$ cat config.mk
export PLATFORM = sky130hd
export DESIGN_NAME = block_delta_sparse_decoder
export DESIGN_NICKNAME = d
export VERILOG_FILES = /design/src/rtl/bdsd_pkg.sv /design/src/rtl/bdsd_front.sv /design/src/rtl/bdsd_fifo.sv /design/src/rtl/bdsd_back.sv /design/src/rtl/block_delta_sparse_decoder.sv
export SDC_FILE = /design/constraint.sdc
export NUM_CORES = 1
export LEC_CHECK = 0
export BUFFER_PORTS_ARGS = -buffer_cell sky130_fd_sc_hd__buf_2
export CAP_MARGIN = 30
export CORE_ASPECT_RATIO = 1.25
export CORE_MARGIN = 3
export CORE_UTILIZATION = 45
export CTS_CLUSTER_DIAMETER = 200
export DETAILED_ROUTE_END_ITERATION = 10
export SLEW_MARGIN = 40
export SYNTH_ARGS = -nofsm -noshare
export SYNTH_HDL_FRONTEND = slang
export SYNTH_HIERARCHICAL = 1
export SYNTH_SLANG_ARGS = --single-unit
$ cat constraint.sdc
create_clock -name i_clk -period 6.78 [get_ports i_clk]
set_input_delay 0.339 -clock i_clk [delete_from_list [all_inputs] [get_ports i_clk]]
set_output_delay 0.339 -clock i_clk [all_outputs]
set_load 0.01 [all_outputs]
$ cat src/rtl/bdsd_pkg.sv
package bdsd_pkg;

    localparam int BLOCK_LEN_DEF = 64;
    localparam int MAP_W         = 64;
    localparam int WORD_W        = 32;
    localparam int QUEUE_DEPTH   = 2;

    // Input mode codes
    localparam logic [1:0] MODE_DELTA  = 2'd0;
    localparam logic [1:0] MODE_SPARSE = 2'd1;
    localparam logic [1:0] MODE_DATA   = 2'd2;
    localparam logic [1:0] MODE_NONE   = 2'd3;

    // Queued command codes
    localparam logic [1:0] OP_DELTA  = 2'd0;
    localparam logic [1:0] OP_SPARSE = 2'd1;
    localparam logic [1:0] OP_DATA   = 2'd2;

    typedef struct packed {
        logic [1:0]        op;
        logic [WORD_W-1:0] operand;   // base for sparse headers, value for data
        logic [MAP_W-1:0]  map;
    } t_cmd;

    function automatic logic [WORD_W-1:0] sat_add(input logic [WORD_W-1:0] a,
                                                  input logic [WORD_W-1:0] b);
        logic [WORD_W:0] s;
        s = {a[WORD_W-1], a} + {b[WORD_W-1], b};
        if (s[WORD_W] != s[WORD_W-1]) begin
            sat_add = s[WORD_W] ? {1'b1, {(WORD_W-1){1'b0}}} : {1'b0, {(WORD_W-1){1'b1}}};
        end else begin
            sat_add = s[WORD_W-1:0];
        end
    endfunction

endpackage

$ cat src/rtl/bdsd_front.sv
module bdsd_front (
    input  logic                         i_clk,
    input  logic                         i_rst_n,
    input  logic                         i_valid,
    output logic                         o_ready,
    input  logic [1:0]                   i_mode,
    input  logic [bdsd_pkg::WORD_W-1:0]  i_base,
    input  logic [bdsd_pkg::WORD_W-1:0]  i_bitmap_high,
    input  logic [bdsd_pkg::WORD_W-1:0]  i_bitmap_low,
    input  logic [bdsd_pkg::WORD_W-1:0]  i_value,
    output logic                         o_push_valid,
    input  logic                         i_push_ready,
    output bdsd_pkg::t_cmd               o_push_cmd
);
    import bdsd_pkg::*;

    logic r_valid, n_valid;
    t_cmd r_cmd, n_cmd;
    logic in_fire;

    assign o_ready = !r_valid || i_push_ready;
    assign in_fire = i_valid && o_ready;

    always_comb begin
        n_valid = r_valid && !i_push_ready;
        n_cmd   = r_cmd;
        if (in_fire) begin
            case (i_mode)
                MODE_DELTA: begin
                    n_valid       = 1'b1;
                    n_cmd.op      = OP_DELTA;
                    n_cmd.operand = '0;
                    n_cmd.map     = '0;
                end
                MODE_SPARSE: begin
                    n_valid       = 1'b1;
                    n_cmd.op      = OP_SPARSE;
                    n_cmd.operand = i_base;
                    n_cmd.map     = {i_bitmap_high, i_bitmap_low};
                end
                MODE_DATA: begin
                    n_valid       = 1'b1;
                    n_cmd.op      = OP_DATA;
                    n_cmd.operand = i_value;
                    n_cmd.map     = '0;
                end
                default: begin
                    // drop unused mode
                end
            endcase
        end
    end

    always_ff @(posedge i_clk) begin
        if (!i_rst_n) begin
            r_valid <= 1'b0;
        end else begin
            r_valid <= n_valid;
        end
        r_cmd <= n_cmd;
    end

    assign o_push_valid = r_valid;
    assign o_push_cmd   = r_cmd;

endmodule

$ cat src/rtl/bdsd_fifo.sv
module bdsd_fifo (
    input  logic           i_clk,
    input  logic           i_rst_n,
    input  logic           i_push_valid,
    output logic           o_push_ready,
    input  bdsd_pkg::t_cmd i_push_cmd,
    output logic           o_pop_valid,
    input  logic           i_pop_ready,
    output bdsd_pkg::t_cmd o_pop_cmd
);
    import bdsd_pkg::*;

    localparam int PTR_W = (QUEUE_DEPTH > 1) ? $clog2(QUEUE_DEPTH) : 1;
    localparam int CNT_W = $clog2(QUEUE_DEPTH + 1);

    t_cmd             r_mem [QUEUE_DEPTH];
    logic [PTR_W-1:0] r_wr_ptr, n_wr_ptr;
    logic [PTR_W-1:0] r_rd_ptr, n_rd_ptr;
    logic [CNT_W-1:0] r_count, n_count;
    logic             push_fire, pop_fire;

    assign o_push_ready = (r_count != CNT_W'(QUEUE_DEPTH));
    assign o_pop_valid  = (r_count != '0);
    assign o_pop_cmd    = r_mem[r_rd_ptr];
    assign push_fire    = i_push_valid && o_push_ready;
    assign pop_fire     = o_pop_valid && i_pop_ready;

    always_comb begin
        n_wr_ptr = r_wr_ptr;
        n_rd_ptr = r_rd_ptr;
        n_count  = r_count;
        if (push_fire) begin
            n_wr_ptr = (r_wr_ptr == PTR_W'(QUEUE_DEPTH - 1)) ? '0 : r_wr_ptr + 1'b1;
        end
        if (pop_fire) begin
            n_rd_ptr = (r_rd_ptr == PTR_W'(QUEUE_DEPTH - 1)) ? '0 : r_rd_ptr + 1'b1;
        end
        if (push_fire && !pop_fire) begin
            n_count = r_count + 1'b1;
        end else if (pop_fire && !push_fire) begin
            n_count = r_count - 1'b1;
        end
    end

    always_ff @(posedge i_clk) begin
        if (!i_rst_n) begin
            r_wr_ptr <= '0;
            r_rd_ptr <= '0;
            r_count  <= '0;
        end else begin
            r_wr_ptr <= n_wr_ptr;
            r_rd_ptr <= n_rd_ptr;
            r_count  <= n_count;
        end
    end

    always_ff @(posedge i_clk) begin
        if (push_fire) begin
            r_mem[r_wr_ptr] <= i_push_cmd;
        end
    end

endmodule

$ cat src/rtl/bdsd_back.sv
module bdsd_back #(
    parameter int BLOCK_LEN = bdsd_pkg::BLOCK_LEN_DEF
) (
    input  logic                         i_clk,
    input  logic                         i_rst_n,
    input  logic                         i_pop_valid,
    output logic                         o_pop_ready,
    input  bdsd_pkg::t_cmd               i_pop_cmd,
    output logic                         o_valid,
    input  logic                         i_ready,
    output logic [bdsd_pkg::WORD_W-1:0]  o_sample,
    output logic                         o_last
);
    import bdsd_pkg::*;

    localparam int POS_W = $clog2(BLOCK_LEN);

    localparam logic ST_IDLE = 1'b0;
    localparam logic ST_RUN  = 1'b1;

    logic              r_state, n_state;
    logic [POS_W-1:0]  r_pos, n_pos;
    logic              r_kind, n_kind;
    logic              r_in_block, n_in_block;
    logic [WORD_W-1:0] r_base, n_base;
    logic [MAP_W-1:0]  r_map, n_map;
    logic [WORD_W-1:0] r_sum, n_sum;
    logic              r_ov, n_ov;
    logic [WORD_W-1:0] r_sample, n_sample;
    logic              r_last, n_last;

    logic              out_free, pop_fire, emit, at_end;
    logic [WORD_W-1:0] emit_val, delta_val;

    assign out_free    = !r_ov || i_ready;
    assign o_pop_ready = (r_state == ST_IDLE) && out_free;
    assign pop_fire    = i_pop_valid && o_pop_ready;
    assign at_end      = (r_pos == POS_W'(BLOCK_LEN - 1));
    assign delta_val   = (r_pos == '0) ? i_pop_cmd.operand : sat_add(r_sum, i_pop_cmd.operand);

    always_comb begin
        n_state    = r_state;
        n_pos      = r_pos;
        n_kind     = r_kind;
        n_in_block = r_in_block;
        n_base     = r_base;
        n_map      = r_map;
        n_sum      = r_sum;
        n_ov       = r_ov && !i_ready;
        n_sample   = r_sample;
        n_last     = r_last;
        emit       = 1'b0;
        emit_val   = r_base;

        if (pop_fire) begin
            case (i_pop_cmd.op)
                OP_DELTA: begin
                    n_kind     = 1'b0;
                    n_in_block = 1'b1;
                    n_pos      = '0;
                    n_sum      = '0;
                end
                OP_SPARSE: begin
                    n_kind     = 1'b1;
                    n_in_block = 1'b1;
                    n_pos      = '0;
                    n_base     = i_pop_cmd.operand;
                    n_map      = i_pop_cmd.map;
                    n_state    = ST_RUN;
                end
                OP_DATA: begin
                    if (r_in_block) begin
                        emit = 1'b1;
                        if (!r_kind) begin
                            n_sum    = delta_val;
                            emit_val = delta_val;
                        end else begin
                            emit_val = sat_add(i_pop_cmd.operand, r_base);
                            n_state  = ST_RUN;
                        end
                    end
                end
                default: begin
                end
            endcase
        end else if (r_state == ST_RUN && out_free) begin
            // emit base while the current position is cleared
            if (r_in_block && !r_map[MAP_W-1]) begin
                emit = 1'b1;
            end else begin
                n_state = ST_IDLE;
            end
        end

        if (emit) begin
            n_ov     = 1'b1;
            n_sample = emit_val;
            n_last   = at_end;
            n_map    = {r_map[MAP_W-2:0], 1'b0};
            if (at_end) begin
                n_pos      = '0;
                n_in_block = 1'b0;
            end else begin
                n_pos = r_pos + 1'b1;
            end
        end
    end

    always_ff @(posedge i_clk) begin
        if (!i_rst_n) begin
            r_state    <= ST_IDLE;
            r_pos      <= '0;
            r_kind     <= 1'b0;
            r_in_block <= 1'b0;
            r_base     <= '0;
            r_map      <= '0;
            r_sum      <= '0;
            r_ov       <= 1'b0;
        end else begin
            r_state    <= n_state;
            r_pos      <= n_pos;
            r_kind     <= n_kind;
            r_in_block <= n_in_block;
            r_base     <= n_base;
            r_map      <= n_map;
            r_sum      <= n_sum;
            r_ov       <= n_ov;
        end
        r_sample <= n_sample;
        r_last   <= n_last;
    end

    assign o_valid  = r_ov;
    assign o_sample = r_sample;
    assign o_last   = r_last;

    a_run_sparse: assert property (@(posedge i_clk) disable iff (!i_rst_n)
        (r_state == ST_RUN) |-> r_kind)
        else $error("cleared-run sequencing outside a sparse block");

    a_pos_in_block: assert property (@(posedge i_clk) disable iff (!i_rst_n)
        (r_pos != '0) |-> r_in_block)
        else $error("nonzero position with no open block");

    a_last_closes: assert property (@(posedge i_clk) disable iff (!i_rst_n)
        (o_valid && o_last) |-> (!r_in_block && r_pos == '0))
        else $error("block still open after its last beat");

    a_emit_room: assert property (@(posedge i_clk) disable iff (!i_rst_n)
        (r_ov && !i_ready) |=> ($stable(r_sample) && $stable(r_pos)))
        else $error("state advanced while output beat stalled");

endmodule

$ cat src/rtl/block_delta_sparse_decoder.sv
// An accepted beat reaches the output through the input register, the queue and the output register;
// when a sparse header opens the block, a sequencer step also lies between the queue and the output register.
// Header and delta data beats do not hold the back sequencer; a sparse data beat or sparse header
// holds it, and no new beat is taken, until it has emitted the run of cleared positions that follows.
// A sparse header whose first position is set still passes through the run state in the sequencer.
// Reset (synchronous, active low) clears the input and output valid flags, the queue and the block state.
module block_delta_sparse_decoder #(
    parameter int BLOCK_LEN = bdsd_pkg::BLOCK_LEN_DEF
) (
    input  logic                         i_clk,
    input  logic                         i_rst_n,
    input  logic                         i_valid,
    output logic                         o_ready,
    input  logic [1:0]                   i_mode,
    input  logic [bdsd_pkg::WORD_W-1:0]  i_base,
    input  logic [bdsd_pkg::WORD_W-1:0]  i_bitmap_high,
    input  logic [bdsd_pkg::WORD_W-1:0]  i_bitmap_low,
    input  logic [bdsd_pkg::WORD_W-1:0]  i_value,
    output logic                         o_valid,
    input  logic                         i_ready,
    output logic [bdsd_pkg::WORD_W-1:0]  o_sample,
    output logic                         o_last
);
    import bdsd_pkg::*;

    logic push_valid, push_ready, pop_valid, pop_ready;
    t_cmd push_cmd, pop_cmd;

    bdsd_front u_front (
        .i_clk         (i_clk),
        .i_rst_n       (i_rst_n),
        .i_valid       (i_valid),
        .o_ready       (o_ready),
        .i_mode        (i_mode),
        .i_base        (i_base),
        .i_bitmap_high (i_bitmap_high),
        .i_bitmap_low  (i_bitmap_low),
        .i_value       (i_value),
        .o_push_valid  (push_valid),
        .i_push_ready  (push_ready),
        .o_push_cmd    (push_cmd)
    );

    bdsd_fifo u_fifo (
        .i_clk        (i_clk),
        .i_rst_n      (i_rst_n),
        .i_push_valid (push_valid),
        .o_push_ready (push_ready),
        .i_push_cmd   (push_cmd),
        .o_pop_valid  (pop_valid),
        .i_pop_ready  (pop_ready),
        .o_pop_cmd    (pop_cmd)
    );

    bdsd_back #(
        .BLOCK_LEN (BLOCK_LEN)
    ) u_back (
        .i_clk       (i_clk),
        .i_rst_n     (i_rst_n),
        .i_pop_valid (pop_valid),
        .o_pop_ready (pop_ready),
        .i_pop_cmd   (pop_cmd),
        .o_valid     (o_valid),
        .i_ready     (i_ready),
        .o_sample    (o_sample),
        .o_last      (o_last)
    );

endmodule
# Word-level counts from Yosys, hierarchy flattened
# Memories as Yosys holds them, arrays and structs flattened. A register that Yosys moved wholly into a read port is not among the register bits.
# Index checks and enable logic that the tools add are counted.
[classes]
mul = 0
n_eq_ne = 14
mux = 47
n_lt_le_gt_ge = 0
reduce_logical = 41
addsub = 7
n_shift = 0
bitwise = 2
div_mod_pow = 0
[op_table]
columns = ["op", "count"]
rows = [
  ["32-bit two-way mux", 11],
  ["98-bit case mux with 3 select lines", 1],
  ["64-bit two-way mux", 3],
  ["32-bit by 32-bit adder with 33-bit output", 2],
  ["32-bit case mux with 2 select lines", 1],
  ["6-bit two-way mux", 4],
  ["1-bit two-way mux", 23],
  ["2-bit nonzero test", 8],
  ["1-bit logical AND", 10],
  ["2-bit AND reduction", 5],
  ["1-bit zero test", 7],
  ["6-bit by 1-bit adder with 6-bit output (second input constant)", 1],
  ["6-bit == test (second input constant)", 1],
  ["6-bit zero test", 1],
  ["2-bit inequality test (second input constant)", 3],
  ["3-bit by 2-bit inequality test with 1-bit output (second input constant)", 2],
  ["5-bit AND reduction", 1],
  ["2-bit by 1-bit == test with 1-bit output (second input constant)", 2],
  ["2-bit == test (second input constant)", 2],
  ["2-bit zero test", 2],
  ["2-bit two-way mux", 2],
  ["1-bit case mux with 2 select lines", 2],
  ["4-bit AND reduction", 1],
  ["2-bit OR reduction", 2],
  ["other kinds (10)", 14],
]
[word_totals]
input_bits = 134
latchBits = 0
mem_bits_ro = 0
mem_bits_rw = 196
output_inout_bits = 35
word_cells = 130
n_memories = 1
ff_bits = 274
[memory_table]
columns = ["name", "words", "width", "read_ports", "rd_clocked_by_memory_dff", "write_ports", "line", "text"]
rows = [
  ["u_fifo.r_mem", 2, 98, 1, 1, 1, "bdsd_fifo.sv:16", "t_cmd r_mem [QUEUE_DEPTH];"],
]

# Longest topological paths before layout
[logic_depth]
word_depth = 8
ltp_mapped = 18
ltp_nobuf = 13

# Modules after synthesis
# Netlist, hierarchy kept.
[modules_own_cells]
columns = ["module", "cells_each", "n_inst", "seq_area_each_um2", "area_each_um2"]
rows = [
  ["bdsd_back", 1382, 1, 3753.6, 11541.1],
  ["bdsd_fifo", 329, 1, 5985.7, 7387.1],
  ["bdsd_front", 257, 1, 2962.8, 3963.8],
]

# Worst setup path after synthesis
# Ideal clock, no wire load.
[synth_timing]
path_type = "register -> register"
startpoint = "register u_fifo.r_count[0]"
endpoint = "register u_front.r_cmd, in the netlist u_front/o_push_cmd[0] (enable)"
path_buffers = 0
synth_period_minus_slack_ps = 5635
slack_ps = 1145
stages_incl_launch_ff = 4
arrival_time_ps = 5068
setup_ps = 567
path_cell_list = "dfxtp_1 -> nand2b_4 -> nand2b_1 -> nor2b_1"
[synth_between]
elab_chain_len = 4
[synth_lines]
columns = ["element", "line", "text"]
rows = [
  ["start: declaration", "bdsd_fifo.sv:19", "logic [CNT_W-1:0] r_count, n_count;"],
  ["start signal: assignment", "bdsd_fifo.sv:53", "r_count <= n_count;"],
  ["2-bit inequality test", "bdsd_fifo.sv:22", "assign o_push_ready = (r_count != CNT_W'(QUEUE_DEPTH));"],
  ["via push_ready", "block_delta_sparse_decoder.sv:26", "logic push_valid, push_ready, pop_valid, pop_ready;"],
  ["1-bit logical OR", "bdsd_front.sv:21", "assign o_ready = !r_valid || i_push_ready;"],
  ["via o_ready", "block_delta_sparse_decoder.sv:13", "output logic o_ready,"],
  ["1-bit logical AND", "bdsd_front.sv:22", "assign in_fire = i_valid && o_ready;"],
  ["2-bit AND reduction (no line)", "--", ""],
  ["end signal: assignment", "bdsd_front.sv:60", "r_cmd <= n_cmd;"],
  ["end: declaration", "bdsd_front.sv:18", "t_cmd r_cmd, n_cmd;"],
]
# The timed path passes the listed nets, and every way through them passes these cells.
# A chain may end at the register's enable or synchronous reset.

==> impl_metrics.tcl <==
set metrics [dict create \
    status "complete, no violations" \
    final_hold_viol_count 0 \
    async_flop_share_pct 0 \
    remaining_drc_errors 0 \
    clockRootBuffer "clkbuf_16" \
    num-nets-final 2317 \
    ys_seq_area_share_pct 55.5 \
    worstSetupEndpointType "flop" \
    cts_tree "yes" \
    required_ps 7170 \
    htree_num_levels 2 \
    synth_top_flop_cell "edfxtp_1" \
    period_minus_slack_ps 5300 \
    netlist_area_um2 22900 \
    synth_top_area_cell "edfxtp_1" \
    finalWirelength_um 58100 \
    maxCapViolations 0 \
    hold_ws_ps 34.8 \
    routedWlPerCell_um 20.8 \
    grtUsageTotal_pct 21.1 \
    die_width_um 208 \
    irDropWorstVdd_mv 0.209 \
    power_per_cell_area_nw_per_um2 322 \
    cts-hold-fix-buffers 18 \
    synthTopCellsByCount "edfxtp_1 (327), nand2_1 (174), dfxtp_1 (144)" \
    dr.pass1.iters 11 \
    grt_pass1_vias 16100 \
    setup_viol 0 \
    nFillCells 4395 \
    cts_made_buffers 47 \
    start_util_pct 45.9 \
    synth_warnings 6 \
    numPortBuffers 168 \
    syn-instance-count 1968 \
    areaGrowthSynthToFinish_pct 13.0 \
    syn_avg_cell_area_um2 11.6 \
    grt_pass1_wl_um 90500 \
    p_leak_nw 9.67 \
    yosysMostFrequentCell "edfxtp_1" \
    dp.cells 2693 \
    fin_skew_ps 14.2 \
    rsz0062_at_grt "no" \
    min-delay-start "i_bitmap_high[16]" \
    path_max_fanout 43 \
    postCtsSetupBuffers 0 \
    cts.sinks 471 \
    dp_hpwl_um 40700 \
    synth.area.top_cells "edfxtp_1 (43%), dfxtp_1 (13%), ha_1 (3.9%)" \
    die-height_um 258 \
    start_kind "flop" \
    setup.reg_to_reg.worst_slack_ps 1480 \
    fin_setup_tns_ps 0 \
    max_freq_ghz 0.189 \
    overflow 0 \
    p_clk_share_pct 30.2 \
    clk_pin_slew_ps 60 \
    num_vias 16100 \
    ant_nets 0 \
    grt_antenna_before_repair 0 \
    gp_congestion 0.940 \
    worstSkewPairLatency_ps 590 \
    detail_route.iter0.violations 1299 \
    synth_cell_type_count 88 \
    hold_depth 2 \
    layout.cells.non_filler 2799 \
    synth_edf_count 327 \
    synth_nets 2176 \
    netlist.area_leader.share_pct 42.9 \
    io_pins 169 \
    p_sw_share_pct 32.3 \
    post-route-util_pct 51.9 \
    final_max_slew_viol_count 0 \
    r2r-end "u_back/o_sample[10]" \
    regArea_um2 12700 \
    num_rows 91 \
    reg2regPathDepth 12 \
    n_antenna_cell 0 \
    max-slew-margin-rel_pct 36.6 \
    postCtsResizedCells 0 \
    dieArea_um2 53600 \
    pwr-share-comb_pct 27.6 \
    drive_gt1_share_pct 18.7 \
    clk_path_buf_depth 3 \
    core_um2 49900 \
    critical_path_class "reg -> reg" \
    placed_area_um2 24200 \
    min_to "u_front/o_push_cmd[48]" \
    power_frac_seq_pct 42.2 \
    ys_seq_elements 471 \
    multiInputGateArea_um2 9500 \
    power.switching_mw 2.69 \
    grt_max_degree 110 \
    intPower_mw 5.65 \
    fin_crit_sh_pct 78.1 \
    tightest_slew_ps 926 \
    hold_path_class "in -> reg" \
    final_area_um2 25900 \
    cp.arrival_ps 5690 \
    viasPerCell 5.75 \
]
## metal layers
layer	GRT usage [%]	routed length [um]
met1	27.0	24600
met2	37.2	28900
met3	2.69	2790
met4	6.63	1840
met5	0	0
## critical path, stage by stage (launching register included)
cell,delay [ps]
dfxtp_4,780
buf_4,430
mux2_2,460
ha_1,420
a21o_1,210
a21o_1,180
a221o_1,320
a221oi_2,220
o21ai_2,250
xnor2_2,660
a21o_1,550
o21ai_2,230
o41ai_1,390
## power by group through the flow
stage	Combinational (mW)	Clock, mW	Sequential, mW
after global routing	2.50	2.71	3.54
after detailed placement	2.27	0	3.58
final	2.30	2.52	3.51
after floorplan	1.75	0	3.49
after global placement	2.25	0	3.57
after CTS	2.29	2.60	3.52
## stage by stage
stage | total power, mW | setup slack, ps
after floorplan | 5.24 | 1140
after global placement | 5.83 | 1590
after global routing | 8.76 | 1260
after detailed placement | 5.85 | 1510
final | 8.34 | 1480
after CTS | 8.40 | 1480
## worst max-delay path by stage
stage	from	endpoint	slack, ps	cells past startpoint
finish	flop	u_back/o_sample[10]	1480	12
global placement	flop	u_back/o_sample[10]	1590	12
CTS	flop	u_back/o_sample[10]	1480	12
global route	flop	u_back/o_sample[10]	1260	12
detailed placement	flop	u_back/o_sample[10]	1510	12
floorplan	u_fifo/r_count[0]	u_front/o_push_cmd[0]	1140	3
## state kept, by name, indices dropped and copies added, names as in the netlist, 2 cells and up, named ones only
| register | cells |
|---|---|
| u_back/r_map | 64 |
| u_back/o_sample | 32 |
| u_back/r_pos | 6 |
| u_fifo/r_count | 2 |
| u_back/r_sum | 32 |
| u_front/o_push_cmd | 98 |
| u_fifo/r_mem | 196 |
| u_back/r_base | 32 |
## area by class of cell
type	instances	share of cell area, %
Sequential cell	471	49.1
Multi-Input combinational cell	1340	36.7
Clock buffer	59	4.76
Timing Repair Buffer	211	4.72
Tap cell	651	3.15
Clock inverter	29	0.977
Inverter	38	0.561
## layout by cell type, fill, tap and decap left out, types with 12 or more instances in the layout
cell / count
a21boi_0: 37
o21ai_0: 92
a31oi_1: 21
nor3_1: 14
edfxtp_1: 327
nor2b_1: 71
o21a_1: 12
clkbuf_16: 47
ha_1: 72
xnor2_1: 30
and2_1: 89
nand2b_1: 14
a222oi_1: 63
a22oi_1: 38
o31ai_1: 30
and3_1: 14
nor2_1: 82
dlygate4sd3_1: 18
xor2_1: 25
buf_2: 168
buf_4: 23
nand3_1: 21
a21oi_1: 114
mux2_4: 20
inv_1: 37
nand2_1: 173
a21o_1: 44
dfxtp_1: 143
mux2_2: 78
a211oi_1: 18
## logic make-up (layout without fill, tap and decap cells)
| logic type | count (synthesis) | in the layout | synth area share [%] |
|---|---|---|---|
| mux | 100 | 100 | 5.24 |
| compound gates | 578 | 578 | 17.9 |
| flops | 471 | 471 | 55.5 |
| xor+xnor | 57 | 57 | 2.25 |
| fa+ha+maj | 76 | 76 | 4.20 |
| buf+inv | 157 | 337 | 3.27 |
| simple gates | 529 | 529 | 11.7 |
No activity file was read; power rests on OpenSTA's default activity.
